File: src/rtl/wlr_pkg.sv
// Shared constants, types and codes of the windowed load regulator.
`default_nettype none

package wlr_pkg;

    localparam int WINDOW_LEN = 20;
    localparam int ARG_BITS   = 30;
    localparam int SAMPLE_MAX = 10000;

    localparam int SMP_W = 14;
    localparam int CFG_W = 14;
    localparam int CNT_W = 6;
    localparam int AVG_W = SMP_W;
    localparam int ARG_W = ARG_BITS + 1;
    localparam int IDX_W = (WINDOW_LEN > 1) ? $clog2(WINDOW_LEN) : 1;
    localparam int SUM_W = $clog2(SAMPLE_MAX * WINDOW_LEN + 1);

    localparam int DIV_K = SUM_W + $clog2(WINDOW_LEN);
    localparam int RCP_W = SUM_W + 2;
    localparam logic [RCP_W-1:0] DIV_RCP =
        RCP_W'(((longint'(1) << DIV_K) + WINDOW_LEN - 1) / WINDOW_LEN);

    localparam int MUL_W = CFG_W + $clog2(WINDOW_LEN + 1);
    localparam int CMP_W = ((MUL_W > SUM_W) ? MUL_W : SUM_W) + 1;
    localparam int REG_W = CFG_W + 2 + $clog2(WINDOW_LEN + 1);
    localparam logic signed [REG_W-1:0] WIN_S = REG_W'(WINDOW_LEN);

    localparam int MAX_RES   = 3;
    localparam int NRES_W    = $clog2(MAX_RES + 1);
    localparam int RES_IDX_W = $clog2(MAX_RES);

    localparam int CFG_IDX_W = 2;

    localparam logic [CFG_W-1:0] DEADBAND_RST    = CFG_W'(500);
    localparam logic [CFG_W-1:0] MARGIN_RST      = CFG_W'(300);
    localparam logic [CNT_W-1:0] MAX_WORKERS_RST = CNT_W'(20);

    localparam logic [ARG_W-1:0] LOW_RST  = ARG_W'(1);
    localparam logic [ARG_W-1:0] HIGH_RST = ARG_W'((longint'(1) << ARG_BITS) - 1);
    localparam logic [ARG_W-1:0] BEST_RST = ARG_W'(longint'(1) << ARG_BITS);
    localparam logic [ARG_W-1:0] MID_RST  = ARG_W'(longint'(1) << (ARG_BITS - 1));

    typedef enum logic [CFG_IDX_W-1:0] {
        REG_DEADBAND    = 2'd0,
        REG_MARGIN      = 2'd1,
        REG_MAX_WORKERS = 2'd2
    } cfg_idx_t;

    typedef enum logic [1:0] {
        ACT_REPORT = 2'd0,
        ACT_START  = 2'd1,
        ACT_STOP   = 2'd2
    } act_t;

    typedef enum logic [1:0] {
        PHASE_WARM = 2'd0,
        PHASE_CAL  = 2'd1,
        PHASE_REG  = 2'd2
    } phase_t;

    typedef enum logic [2:0] {
        ST_WARM = 3'b001,
        ST_CAL  = 3'b010,
        ST_REG  = 3'b100
    } state_t;

    typedef struct packed {
        act_t             act;
        logic [ARG_W-1:0] arg;
        logic [CNT_W-1:0] cnt;
    } res_t;

    typedef struct packed {
        logic v;
        res_t r;
    } ev_t;

    typedef struct packed {
        res_t [MAX_RES-1:0] res;
        logic [NRES_W-1:0]  n;
        logic [AVG_W-1:0]   avg;
        phase_t             phase;
    } bundle_t;

endpackage

`default_nettype wire

File: src/rtl/wlr_in_if.sv
// Sample channel: valid/ready handshake carrying sample and target.
`default_nettype none

interface wlr_in_if
    import wlr_pkg::*;
();
    logic             valid;
    logic             ready;
    logic [SMP_W-1:0] sample;
    logic [SMP_W-1:0] target;

    modport source (output valid, sample, target, input ready);
    modport sink (input valid, sample, target, output ready);
endinterface

`default_nettype wire

File: src/rtl/wlr_out_if.sv
// Result channel: valid/ready handshake carrying one result item.
`default_nettype none

interface wlr_out_if
    import wlr_pkg::*;
();
    logic             valid;
    logic             ready;
    act_t             action;
    logic [ARG_W-1:0] worker_argument;
    logic [AVG_W-1:0] average;
    phase_t           phase;
    logic [CNT_W-1:0] active_workers;
    logic             last;

    modport source (output valid, action, worker_argument, average, phase,
                    active_workers, last, input ready);
    modport sink (input valid, action, worker_argument, average, phase,
                  active_workers, last, output ready);
endinterface

`default_nettype wire

File: src/rtl/wlr_window.sv
// Sliding window of samples with running sum and round position.
`default_nettype none

module wlr_window
    import wlr_pkg::*;
(
    input  wire logic             clk,
    input  wire logic             rst_n,
    input  wire logic             take,
    input  wire logic [SMP_W-1:0] sample,
    output logic      [SUM_W-1:0] sum_new,
    output logic                  full_new
);

    logic [SMP_W-1:0] win_reg [WINDOW_LEN];
    logic [IDX_W-1:0] idx_reg;
    logic [SUM_W-1:0] sum_reg;
    logic [SMP_W-1:0] clamped;

    always_comb
    begin
        clamped  = (sample > SMP_W'(SAMPLE_MAX)) ? SMP_W'(SAMPLE_MAX) : sample;
        sum_new  = sum_reg - SUM_W'(win_reg[idx_reg]) + SUM_W'(clamped);
        full_new = (idx_reg == IDX_W'(WINDOW_LEN - 1));
    end

    always_ff @(posedge clk or negedge rst_n)
    begin
        if (!rst_n)
        begin
            for (int i = 0; i < WINDOW_LEN; i++)
            begin
                win_reg[i] <= '0;
            end
            idx_reg <= '0;
            sum_reg <= '0;
        end
        else if (take)
        begin
            win_reg[idx_reg] <= clamped;
            sum_reg          <= sum_new;
            idx_reg          <= full_new ? '0 : idx_reg + 1'b1;
        end
    end

endmodule

`default_nettype wire

File: src/rtl/wlr_emit.sv
// Result buffer that hands out the results of one item, one per handshake.
`default_nettype none

module wlr_emit
    import wlr_pkg::*;
(
    input  wire logic    clk,
    input  wire logic    rst_n,
    input  wire logic    load,
    input  wire bundle_t bundle,
    output logic         free,
    wlr_out_if.source    res
);

    bundle_t                bundle_reg;
    logic                   valid_reg;
    logic [RES_IDX_W-1:0]   idx_reg;
    res_t                   cur;
    logic                   is_last;

    always_comb
    begin
        cur = bundle_reg.res[0];
        for (int k = 1; k < MAX_RES; k++)
        begin
            if (idx_reg == RES_IDX_W'(k))
            begin
                cur = bundle_reg.res[k];
            end
        end
        is_last = (idx_reg == RES_IDX_W'(bundle_reg.n - NRES_W'(1)));
        free    = !valid_reg || (res.ready && is_last);
    end

    assign res.valid           = valid_reg;
    assign res.action          = cur.act;
    assign res.worker_argument = cur.arg;
    assign res.active_workers  = cur.cnt;
    assign res.average         = bundle_reg.avg;
    assign res.phase           = bundle_reg.phase;
    assign res.last            = is_last;

    always_ff @(posedge clk or negedge rst_n)
    begin
        if (!rst_n)
        begin
            valid_reg <= 1'b0;
            idx_reg   <= '0;
        end
        else if (load)
        begin
            valid_reg <= 1'b1;
            idx_reg   <= '0;
        end
        else if (valid_reg && res.ready)
        begin
            if (is_last)
            begin
                valid_reg <= 1'b0;
            end
            else
            begin
                idx_reg <= idx_reg + 1'b1;
            end
        end
    end

    always_ff @(posedge clk)
    begin
        if (load)
        begin
            bundle_reg <= bundle;
        end
    end

endmodule

`default_nettype wire

File: src/rtl/windowed_load_regulator_unit.sv
// Top level of the windowed load regulator: window, search and regulation.
//
//  channel | dir | handshake    | carries
//  --------+-----+--------------+------------------------------------------------
//  meas    | in  | valid/ready  | sample, target
//  res     | out | valid/ready  | action, worker_argument, average, phase,
//          |     |              | active_workers, last
//  wr_*    | in  | wr_en only   | wr_index, wr_data (deadband, margin, max_workers)
//
// An item is taken into the window in its accept cycle, registered, and decided
// once the result buffer is free; its 1 to 3 results leave one per cycle while
// res is ready. One item per cycle is taken while items yield a single result
// and res is ready; an item with more results holds the input until all leave.
// Reset clears the window and worker count and resets the search bounds at once.
// A stall on res holds the buffered results and backs up into meas.ready.
`default_nettype none

module windowed_load_regulator_unit
    import wlr_pkg::*;
(
    input  wire logic                 clk,
    input  wire logic                 rst_n,
    wlr_in_if.sink                    meas,
    wlr_out_if.source                 res,
    input  wire logic                 wr_en,
    input  wire logic [CFG_IDX_W-1:0] wr_index,
    input  wire logic [CFG_W-1:0]     wr_data
);

    logic [CFG_W-1:0] deadband_reg;
    logic [CFG_W-1:0] margin_reg;
    logic [CNT_W-1:0] max_workers_reg;

    logic                    take;
    logic [SUM_W-1:0]        sum_new;
    logic                    full_new;
    logic signed [SMP_W:0]   diff_lo;
    logic [SMP_W:0]          sum_hi;
    logic signed [REG_W-1:0] lo_new;
    logic signed [REG_W-1:0] hi_new;

    logic                    a_valid_reg;
    logic [SUM_W-1:0]        a_sum_reg;
    logic                    a_full_reg;
    logic signed [REG_W-1:0] a_lo_reg;
    logic signed [REG_W-1:0] a_hi_reg;

    state_t           state_reg;
    state_t           state_next;
    logic [SUM_W-1:0] base_reg;
    logic [SUM_W-1:0] base_next;
    logic [ARG_W-1:0] low_reg;
    logic [ARG_W-1:0] low_next;
    logic [ARG_W-1:0] high_reg;
    logic [ARG_W-1:0] high_next;
    logic [ARG_W-1:0] mid_reg;
    logic [ARG_W-1:0] mid_next;
    logic [ARG_W-1:0] best_reg;
    logic [ARG_W-1:0] best_next;
    logic [CNT_W-1:0] worker_count_reg;
    logic [CNT_W-1:0] worker_count_next;

    logic                     free;
    logic                     b_load;
    bundle_t                  bundle;
    logic [CMP_W-1:0]         marg_w;
    logic                     pass;
    logic [ARG_W-1:0]         mid_dec;
    logic [ARG_W-1:0]         mid_inc;
    logic [ARG_W:0]           mid_pass_sum;
    logic [ARG_W:0]           mid_fail_sum;
    logic                     cont;
    logic                     below;
    logic                     above;
    logic [CNT_W-1:0]         c1;
    ev_t                      ev1;
    ev_t                      ev2;
    logic [SUM_W+RCP_W-1:0]   avg_prod;

    function automatic ev_t start_ev(logic [CNT_W-1:0] cnt, logic [CNT_W-1:0] lim,
                                     logic [ARG_W-1:0] arg);
        ev_t e;
        e = '0;
        if (cnt < lim)
        begin
            e.v     = 1'b1;
            e.r.act = ACT_START;
            e.r.arg = arg;
            e.r.cnt = cnt + 1'b1;
        end
        return e;
    endfunction

    function automatic ev_t stop_ev(logic [CNT_W-1:0] cnt);
        ev_t e;
        e = '0;
        if (cnt != '0)
        begin
            e.v     = 1'b1;
            e.r.act = ACT_STOP;
            e.r.cnt = cnt - 1'b1;
        end
        return e;
    endfunction

    function automatic ev_t regulate(logic [CNT_W-1:0] cnt, logic [CNT_W-1:0] lim,
                                     logic [ARG_W-1:0] arg, logic lo_hit, logic hi_hit);
        ev_t e;
        e = '0;
        if (lo_hit)
        begin
            e = start_ev(cnt, lim, arg);
        end
        else if (hi_hit)
        begin
            e = stop_ev(cnt);
        end
        return e;
    endfunction

    always_ff @(posedge clk or negedge rst_n)
    begin
        if (!rst_n)
        begin
            deadband_reg    <= DEADBAND_RST;
            margin_reg      <= MARGIN_RST;
            max_workers_reg <= MAX_WORKERS_RST;
        end
        else if (wr_en)
        begin
            unique case (wr_index)
                REG_DEADBAND:    deadband_reg    <= wr_data;
                REG_MARGIN:      margin_reg      <= wr_data;
                REG_MAX_WORKERS: max_workers_reg <= wr_data[CNT_W-1:0];
                default:         ;
            endcase
        end
    end

    assign b_load     = a_valid_reg && free;
    assign take       = meas.valid && meas.ready;
    assign meas.ready = !a_valid_reg || free;

    wlr_window u_window (
        .clk      (clk),
        .rst_n    (rst_n),
        .take     (take),
        .sample   (meas.sample),
        .sum_new  (sum_new),
        .full_new (full_new)
    );

    always_comb
    begin
        diff_lo = $signed({1'b0, meas.target}) - $signed({1'b0, deadband_reg});
        sum_hi  = {1'b0, meas.target} + {1'b0, deadband_reg};
        lo_new  = REG_W'(diff_lo) * WIN_S;
        hi_new  = $signed(REG_W'(sum_hi)) * WIN_S;
    end

    always_ff @(posedge clk or negedge rst_n)
    begin
        if (!rst_n)
        begin
            a_valid_reg <= 1'b0;
        end
        else if (take)
        begin
            a_valid_reg <= 1'b1;
        end
        else if (b_load)
        begin
            a_valid_reg <= 1'b0;
        end
    end

    always_ff @(posedge clk)
    begin
        if (take)
        begin
            a_sum_reg  <= sum_new;
            a_full_reg <= full_new;
            a_lo_reg   <= lo_new;
            a_hi_reg   <= hi_new;
        end
    end

    always_comb
    begin
        marg_w       = CMP_W'(margin_reg) * CMP_W'(WINDOW_LEN);
        pass         = CMP_W'(a_sum_reg) > (CMP_W'(base_reg) + marg_w);
        mid_dec      = mid_reg - 1'b1;
        mid_inc      = mid_reg + 1'b1;
        mid_pass_sum = {1'b0, low_reg} + {1'b0, mid_dec};
        mid_fail_sum = {1'b0, mid_inc} + {1'b0, high_reg};
        below        = $signed(REG_W'(a_sum_reg)) < a_lo_reg;
        above        = $signed(REG_W'(a_sum_reg)) > a_hi_reg;
        avg_prod     = (SUM_W+RCP_W)'(a_sum_reg) * (SUM_W+RCP_W)'(DIV_RCP);

        state_next = state_reg;
        base_next  = base_reg;
        low_next   = low_reg;
        high_next  = high_reg;
        mid_next   = mid_reg;
        best_next  = best_reg;
        cont       = 1'b0;
        c1         = worker_count_reg;
        ev1        = '0;
        ev2        = '0;

        if (a_full_reg)
        begin
            unique case (state_reg)
                ST_WARM:
                begin
                    base_next  = a_sum_reg;
                    state_next = ST_CAL;
                    ev1        = start_ev(worker_count_reg, max_workers_reg, mid_reg);
                end
                ST_CAL:
                begin
                    if (pass)
                    begin
                        best_next = mid_reg;
                        high_next = mid_dec;
                        mid_next  = mid_pass_sum[ARG_W:1];
                        cont      = (low_reg <= mid_dec);
                    end
                    else
                    begin
                        low_next = mid_inc;
                        mid_next = mid_fail_sum[ARG_W:1];
                        cont     = (mid_inc <= high_reg);
                    end
                    ev1 = stop_ev(worker_count_reg);
                    c1  = ev1.v ? ev1.r.cnt : worker_count_reg;
                    if (cont)
                    begin
                        ev2 = start_ev(c1, max_workers_reg, mid_next);
                    end
                    else
                    begin
                        state_next = ST_REG;
                        ev2 = regulate(c1, max_workers_reg, best_next, below, above);
                    end
                end
                ST_REG:
                begin
                    ev1 = regulate(worker_count_reg, max_workers_reg, best_reg,
                                   below, above);
                end
                default:
                begin
                    state_next = state_reg;
                end
            endcase
        end

        worker_count_next = ev2.v ? ev2.r.cnt : (ev1.v ? ev1.r.cnt : worker_count_reg);

        bundle            = '0;
        bundle.res[0].act = ACT_REPORT;
        bundle.res[0].arg = '0;
        bundle.res[0].cnt = worker_count_reg;
        bundle.res[1]     = ev1.v ? ev1.r : ev2.r;
        bundle.res[2]     = ev2.r;
        bundle.n          = NRES_W'(1) + NRES_W'(ev1.v) + NRES_W'(ev2.v);
        bundle.avg        = AVG_W'(avg_prod >> DIV_K);
        unique case (state_next)
            ST_WARM: bundle.phase = PHASE_WARM;
            ST_CAL:  bundle.phase = PHASE_CAL;
            ST_REG:  bundle.phase = PHASE_REG;
            default: bundle.phase = PHASE_WARM;
        endcase
    end

    always_ff @(posedge clk or negedge rst_n)
    begin
        if (!rst_n)
        begin
            state_reg        <= ST_WARM;
            base_reg         <= '0;
            low_reg          <= LOW_RST;
            high_reg         <= HIGH_RST;
            mid_reg          <= MID_RST;
            best_reg         <= BEST_RST;
            worker_count_reg <= '0;
        end
        else if (b_load)
        begin
            state_reg        <= state_next;
            base_reg         <= base_next;
            low_reg          <= low_next;
            high_reg         <= high_next;
            mid_reg          <= mid_next;
            best_reg         <= best_next;
            worker_count_reg <= worker_count_next;
        end
    end

    wlr_emit u_emit (
        .clk    (clk),
        .rst_n  (rst_n),
        .load   (b_load),
        .bundle (bundle),
        .free   (free),
        .res    (res)
    );

endmodule

`default_nettype wire

File: src/flat_wrapper.sv
// flat-port wrapper written by rule: the top's interface ports become plain ports
module windowed_load_regulator_unit_flat import wlr_pkg::*;
  (clk, rst_n, wr_en, wr_index, wr_data, meas_valid, meas_sample, meas_target, meas_ready, res_valid, res_action, res_worker_argument, res_average, res_phase, res_active_workers, res_last, res_ready);
  wlr_in_if meas_i ();
  wlr_out_if res_i ();
  input  wire logic clk;
  input  wire logic rst_n;
  input  wire logic wr_en;
  input  wire logic [CFG_IDX_W-1:0] wr_index;
  input  wire logic [CFG_W-1:0] wr_data;
  input wire logic [$bits(meas_i.valid)-1:0] meas_valid;
  input wire logic [$bits(meas_i.sample)-1:0] meas_sample;
  input wire logic [$bits(meas_i.target)-1:0] meas_target;
  output wire logic [$bits(meas_i.ready)-1:0] meas_ready;
  output wire logic [$bits(res_i.valid)-1:0] res_valid;
  output wire logic [$bits(res_i.action)-1:0] res_action;
  output wire logic [$bits(res_i.worker_argument)-1:0] res_worker_argument;
  output wire logic [$bits(res_i.average)-1:0] res_average;
  output wire logic [$bits(res_i.phase)-1:0] res_phase;
  output wire logic [$bits(res_i.active_workers)-1:0] res_active_workers;
  output wire logic [$bits(res_i.last)-1:0] res_last;
  input wire logic [$bits(res_i.ready)-1:0] res_ready;
  assign meas_i.valid = meas_valid;
  assign meas_i.sample = meas_sample;
  assign meas_i.target = meas_target;
  assign meas_ready = meas_i.ready;
  assign res_valid = res_i.valid;
  assign res_action = res_i.action;
  assign res_worker_argument = res_i.worker_argument;
  assign res_average = res_i.average;
  assign res_phase = res_i.phase;
  assign res_active_workers = res_i.active_workers;
  assign res_last = res_i.last;
  assign res_i.ready = res_ready;
  windowed_load_regulator_unit u_core (.clk(clk), .rst_n(rst_n), .meas(meas_i), .res(res_i), .wr_en(wr_en), .wr_index(wr_index), .wr_data(wr_data));
endmodule
File: config.mk
export PLATFORM = sky130hd
export DESIGN_NAME = windowed_load_regulator_unit_flat
export DESIGN_NICKNAME = d
export VERILOG_FILES = /design/src/rtl/wlr_pkg.sv /design/src/rtl/wlr_in_if.sv /design/src/rtl/wlr_out_if.sv /design/src/rtl/wlr_window.sv /design/src/rtl/wlr_emit.sv /design/src/rtl/windowed_load_regulator_unit.sv /design/src/flat_wrapper.sv
export SDC_FILE = /design/constraint.sdc
export NUM_CORES = 2
export LEC_CHECK = 0
export BUFFER_PORTS_ARGS = -buffer_cell sky130_fd_sc_hd__buf_2
export CAP_MARGIN = 30
export CORE_MARGIN = 2
export CORE_UTILIZATION = 44
export CTS_CLUSTER_SIZE = 28
export DETAILED_ROUTE_END_ITERATION = 16
export GPL_TIMING_DRIVEN = 1
export SETUP_SLACK_MARGIN = 0.1
export SLEW_MARGIN = 20
export SYNTH_ARGS = -nofsm -noshare
export SYNTH_HDL_FRONTEND = slang
export SYNTH_SLANG_ARGS = --single-unit
export TNS_END_PERCENT = 10
File: constraint.sdc
create_clock -name clk -period 9.2 [get_ports clk]
set_input_delay 0.92 -clock clk [delete_from_list [all_inputs] [get_ports clk]]
set_output_delay 0.92 -clock clk [all_outputs]
set_load 0.02 [all_outputs]
### After elaboration in Yosys (flattened, before gate mapping)

Cells that the tools add are included.
Widths: inputs -> output; s select.

| operators by class | value |
|---|---|
| equality and inequality tests | 12 |
| add/subtract/negate cells | 18 |
| div/mod/pow operators | 0 |
| $mul | 4 |
| order comparisons | 10 |
| muxes and demuxes | 52 |
| reduce and logical (&&, ||, !) cells | 26 |
| bitwise operators | 2 |
| shift-type cells | 0 |

Operators with widths:

| operator | number |
|---|---|
| $mux 40 | 12 |
| $bwmux 280 | 1 |
| $pmux 40 s3 | 1 |
| $mux 39 | 3 |
| $bmux 14 s5 | 1 |
| $demux 14 s5 | 1 |
| $add 31x31->32 | 2 |
| $le 31x31->1 | 2 |
| $mux 31 | 2 |
| $mux 14 | 4 |
| $mux 6 | 7 |
| $mul 18x19->37 const B | 1 |
| $add 31x1->31 const B | 1 |
| $sub 31x1->31 const B | 1 |
| $gt 19x21->1 | 1 |
| $lt 19x21->1 | 1 |
| $add 18x19->20 | 1 |
| $gt 18x20->1 | 1 |
| $mul 15x4->19 const B | 1 |
| $add 18x14->18 | 1 |
| $mul 15x3->18 const B | 1 |
| $mux 3 | 6 |
| $sub 18x14->18 | 1 |
| $mul 14x3->17 const B | 1 |
| other kinds (37) | 70 |

| storage, ports and cells | value |
|---|---|
| register bits | 651 |
| input port bits | 49 |
| logic and storage cells | 173 |
| latch bits | 0 |
| output and inout bits | 58 |
| bits in writable memories | 0 |
| ROM bits | 0 |
| memories kept | 0 |

### Longest topological paths before layout

| logic depth | value |
|---|---|
| depth in word-level cells | 14 |
| depth in mapped cells | 34 |
| gate-level depth less buffers | 33 |

### Cells and area by module

Synthesis repeated with hierarchy kept, for this count alone.

| second synthesis, totals | value |
|---|---|
| cells, all modules | 4708 |
| area total of the unflattened synthesis | 46666.0 um^2 |

Modules (own cells, without submodules):

| module | area an instance (um^2) | instances | cells an instance | sequential area each (um^2) |
|---|---|---|---|---|
| windowed_load_regulator_unit | 26927.1 | 1 | 3000 | 6363.6 |
| wlr_window | 14566.5 | 1 | 1405 | 7582.3 |
| wlr_emit | 5172.5 | 1 | 303 | 4129.0 |

### Worst setup path before layout

Ideal clock, no wire load.

| path | value |
|---|---|
| path kind | reg2reg |
| start point | reg u_core.a_sum_reg[15] |
| end point | reg u_core.u_emit.bundle_reg (netlist bit u_core.u_emit.res.average[13]), data pin |
| library setup time | 0.260 ns |
| data required time | 8.940 ns |
| setup slack | 2.546 ns |
| arrival | 6.394 ns |
| clock period less this slack | 6.654 ns |
| stages on the path, launching flop included | 23 |
| path buffers | 0 |
| cell sequence | edfxtp_1 fa_1 inv_1 fa_1 fa_1 inv_1 fa_1 inv_1 fa_1 inv_1 fa_1 ha_1 a2111oi_2 nand2_1 a2111o_1 o221ai_1 a21oi_1 a221oi_1 o21ai_1 o41a_1 a21o_1 a21oi_1 xnor2_1 |

| on the way | value |
|---|---|
| word-level cells in the longest chain between the ends | 1 |

Ends and longest elaborated chain:

| element | RTL line | RTL |
|---|---|---|
| from (decl) | windowed_load_regulator_unit.sv:43 | `logic [SUM_W-1:0] a_sum_reg;` |
| from (signal assigned) | windowed_load_regulator_unit.sv:181 | `a_sum_reg <= sum_new;` |
| $mul 18x19->37 | windowed_load_regulator_unit.sv:198 | `avg_prod = (SUM_W+RCP_W)'(a_sum_reg) * (SUM_W+RCP_W)'(DIV_RCP);` |
| via u_core.avg_prod[36] | windowed_load_regulator_unit.sv:78 | `logic [SUM_W+RCP_W-1:0] avg_prod;` |
| to (signal assigned) | wlr_emit.sv:72 | `bundle_reg <= bundle;` |
| to (decl) | wlr_emit.sv:15 | `bundle_t bundle_reg;` |

The timed path passes the listed nets, and every way through them passes these cells.
A chain may end at the register's enable or synchronous reset.

==> metrics.txt <==
result of the run=finished, final reports clean; final clock period utilization by the worst path=79.82%; clock net sink count=649; CTS Buffer Depth=3; arrival time of data at the critical path endpoint=7.83 ns; Crit path largest cell delay=0.83 ns; Final Routed Wirelength=119.4 mm; CTS Hold Bufs=0; number of different library cells in the post-synthesis netlist=101; number of vias in the routed layout=33,240; stages on the worst setup path=29; Chip Height=324.6 µm; most used cell along the critical path=sky130_fd_sc_hd__ha_1; post-detailed-route via-to-cell ratio=5.464; average routed wire per standard cell=19.63 µm; number of nets with antenna violations after routing=0; width of the die=324.6 µm; worst-case headroom to the max-slew limit=36.37%; number of DRC markers after the initial detailed-route iteration=2,359; die outline area=0.1054 mm²; post-synthesis instance area=0.04523 mm²; maximum number of pins on one net before global-route repair=162; flip-flop count of the largest register after layout=280; area added between synthesis and finish=9.998%; post-CTS setup buffer count=0; Setup Crit Path Kind=reg -> reg; worst-margin pin slew=0.9545 ns; number of flops mapped to enable cells by yosys=157; number of antenna violations at the first check in global routing=3; starting density of the core=44.39%; count of buffer and inverter cells on the critical path=1; share of synthesized registers carrying an async set or reset=75.81%; clock slew at reported path FFs=0.06 ns; number of buffers added by the clock tree synthesis step=76; highest net fanout along the worst path=35; max-slew violation count=0; post-synthesis instance total=4,656; DRC violation count after routing=0; placed inst area=0.04697 mm²; area of the core region=0.1019 mm²; proportion of synthesized chip area in sequential cells=37.77%; top area cells in the synthesized netlist=sky130_fd_sc_hd__dfrtp_1 (25%), sky130_fd_sc_hd__ha_1 (13%), sky130_fd_sc_hd__edfxtp_1 (10%), sky130_fd_sc_hd__nand2_1 (5.4%), sky130_fd_sc_hd__fa_1 (5.4%); Max Clk Rate=136.2 MHz; setup_tns=0 ns; net count after synthesis=5,294; Pre-Repair DR Iteration Count=5; Layout Skew=0.03613 ns; fraction of final layout cells sized beyond drive strength 1=11.28%; number of setup violations in the final report=0; dominant register cell in the synthesized netlist=sky130_fd_sc_hd__dfrtp_1; family with the most delay on the worst path=compound AO/OA/AOI/OAI gates; YS warnings=0; number of synthesized register bits=649; clock tree from TritonCTS=yes; Maximum Capacitance Violations=0; final net count=5,290; Setup crit start kind=flop; I/O Pins=107; master cell of the clock root buffer=sky130_fd_sc_hd__clkbuf_16; HPWL after detailed placement=86.97 mm; GRT Util Overall=22.59%; Synth area leader=sky130_fd_sc_hd__dfrtp_1; number of cells upsized or downsized after cts=0; Port Buffers=106; top cell types by occurrence after synthesis=sky130_fd_sc_hd__nand2_1 (653), sky130_fd_sc_hd__o21ai_0 (478), sky130_fd_sc_hd__ha_1 (468); path depth of the worst reg2reg path=29; post-synthesis average cell area=9.714 µm²; unrepaired setup endpoints after global routing=no; Placement Rows=117; deepest level of the CTS H-tree=3; insertion delay to the later sink of the worst-skew pair=0.64 ns; required time of the critical path=9.69 ns; Final min period=7.344 ns; Slowest cell on crit path=sky130_fd_sc_hd__mux2i_4; final hold violation count=0; top cell type's share of synthesized area=24.68%; finished layout cell area=0.04975 mm²; nature of the critical path endpoint=flop; RD Place Congestion=0.8943; total grt overflow=0; antenna diode count=0; class of the tightest hold or removal check=in -> async; first-pass GRT wire length=189.5 mm; library cell with the highest instance count after synthesis=sky130_fd_sc_hd__nand2_1; via count of the first global-routing pass=32,930
## cell families (layout without fill, tap and decap cells)
group                      Yosys count  after routing  synth area share (%)
and+or+nand+nor                   1213           1213                 11.92
AOI/OAI and AO/OA                 1114           1114                 15.23
buffers and inverters              665            725                 5.757
DFF                                649            649                 37.77
adders and majority gates          589            589                 18.30
xor gates and xnor gates           215            215                 4.163
muxes                              211            211                 6.852
## per-layer routing
layer  routed length, µm  GRT usage (%)  part of all wire [%]  vias up
li1                    -              -                     -    16190
met1               55930          32.02                    47    16150
met2               54680          36.37                    46      737
met3                5676          2.925                   4.8      159
met4                3126          6.230                   2.6        2
met5                  13              0                 0.011        -
## final cells by class
class                   count  area (µm²)
fillers                  9597       52140
multi-input cells        3342       25600
flip-flops and latches    649       17090
clock buffers             110        2161
well taps                1368        1712
inverters                 414        1558
repair buffers            169        1216
clock inverters            32       414.1
## stage by stage
stage                     cells  util, %  hold WS, ns  setup WS (ns)
after floorplan            4656        -       0.4446          2.546
after global placement     5916    45.93       0.4565          1.943
after detailed placement   5927    46.09       0.4653          1.867
after CTS                  6069    48.62       0.2057          1.824
after global routing       6084    48.83       0.2166          1.079
final                      6084    48.83       0.2045          1.856
## worst paths after layout
path	from	to	slack (ns)
max in group asynchronous	rst_n	u_core.deadband_reg[0]	6.90
min in group clk	u_core.best_reg[30]	u_core.best_reg[30]	0.47
min	rst_n	u_core.u_window.win_reg[254]	0.20
min reg2reg	u_core.best_reg[30]	u_core.best_reg[30]	0.47
max reg2reg	u_core.margin_reg[1]	u_core.u_emit.bundle_reg[88]	1.86
max	u_core.margin_reg[1]	u_core.u_emit.bundle_reg[88]	1.86
## layout by cell type, fill, tap and decap left out, drive strengths merged, types with 112 or more instances in the layout
| cell type | count |
|---|---|
| o21ai | 502 |
| inv | 418 |
| clkbuf | 112 |
| nor2 | 212 |
| buf | 167 |
| ha | 468 |
| xnor2 | 136 |
| nand2 | 653 |
| edfxtp | 157 |
| a21oi | 203 |
| dfrtp | 446 |
| fa | 121 |
Power is left out: the tool's default activity adds up to more than one toggle a clock period on the data nets, which glitch-free logic cannot reach.
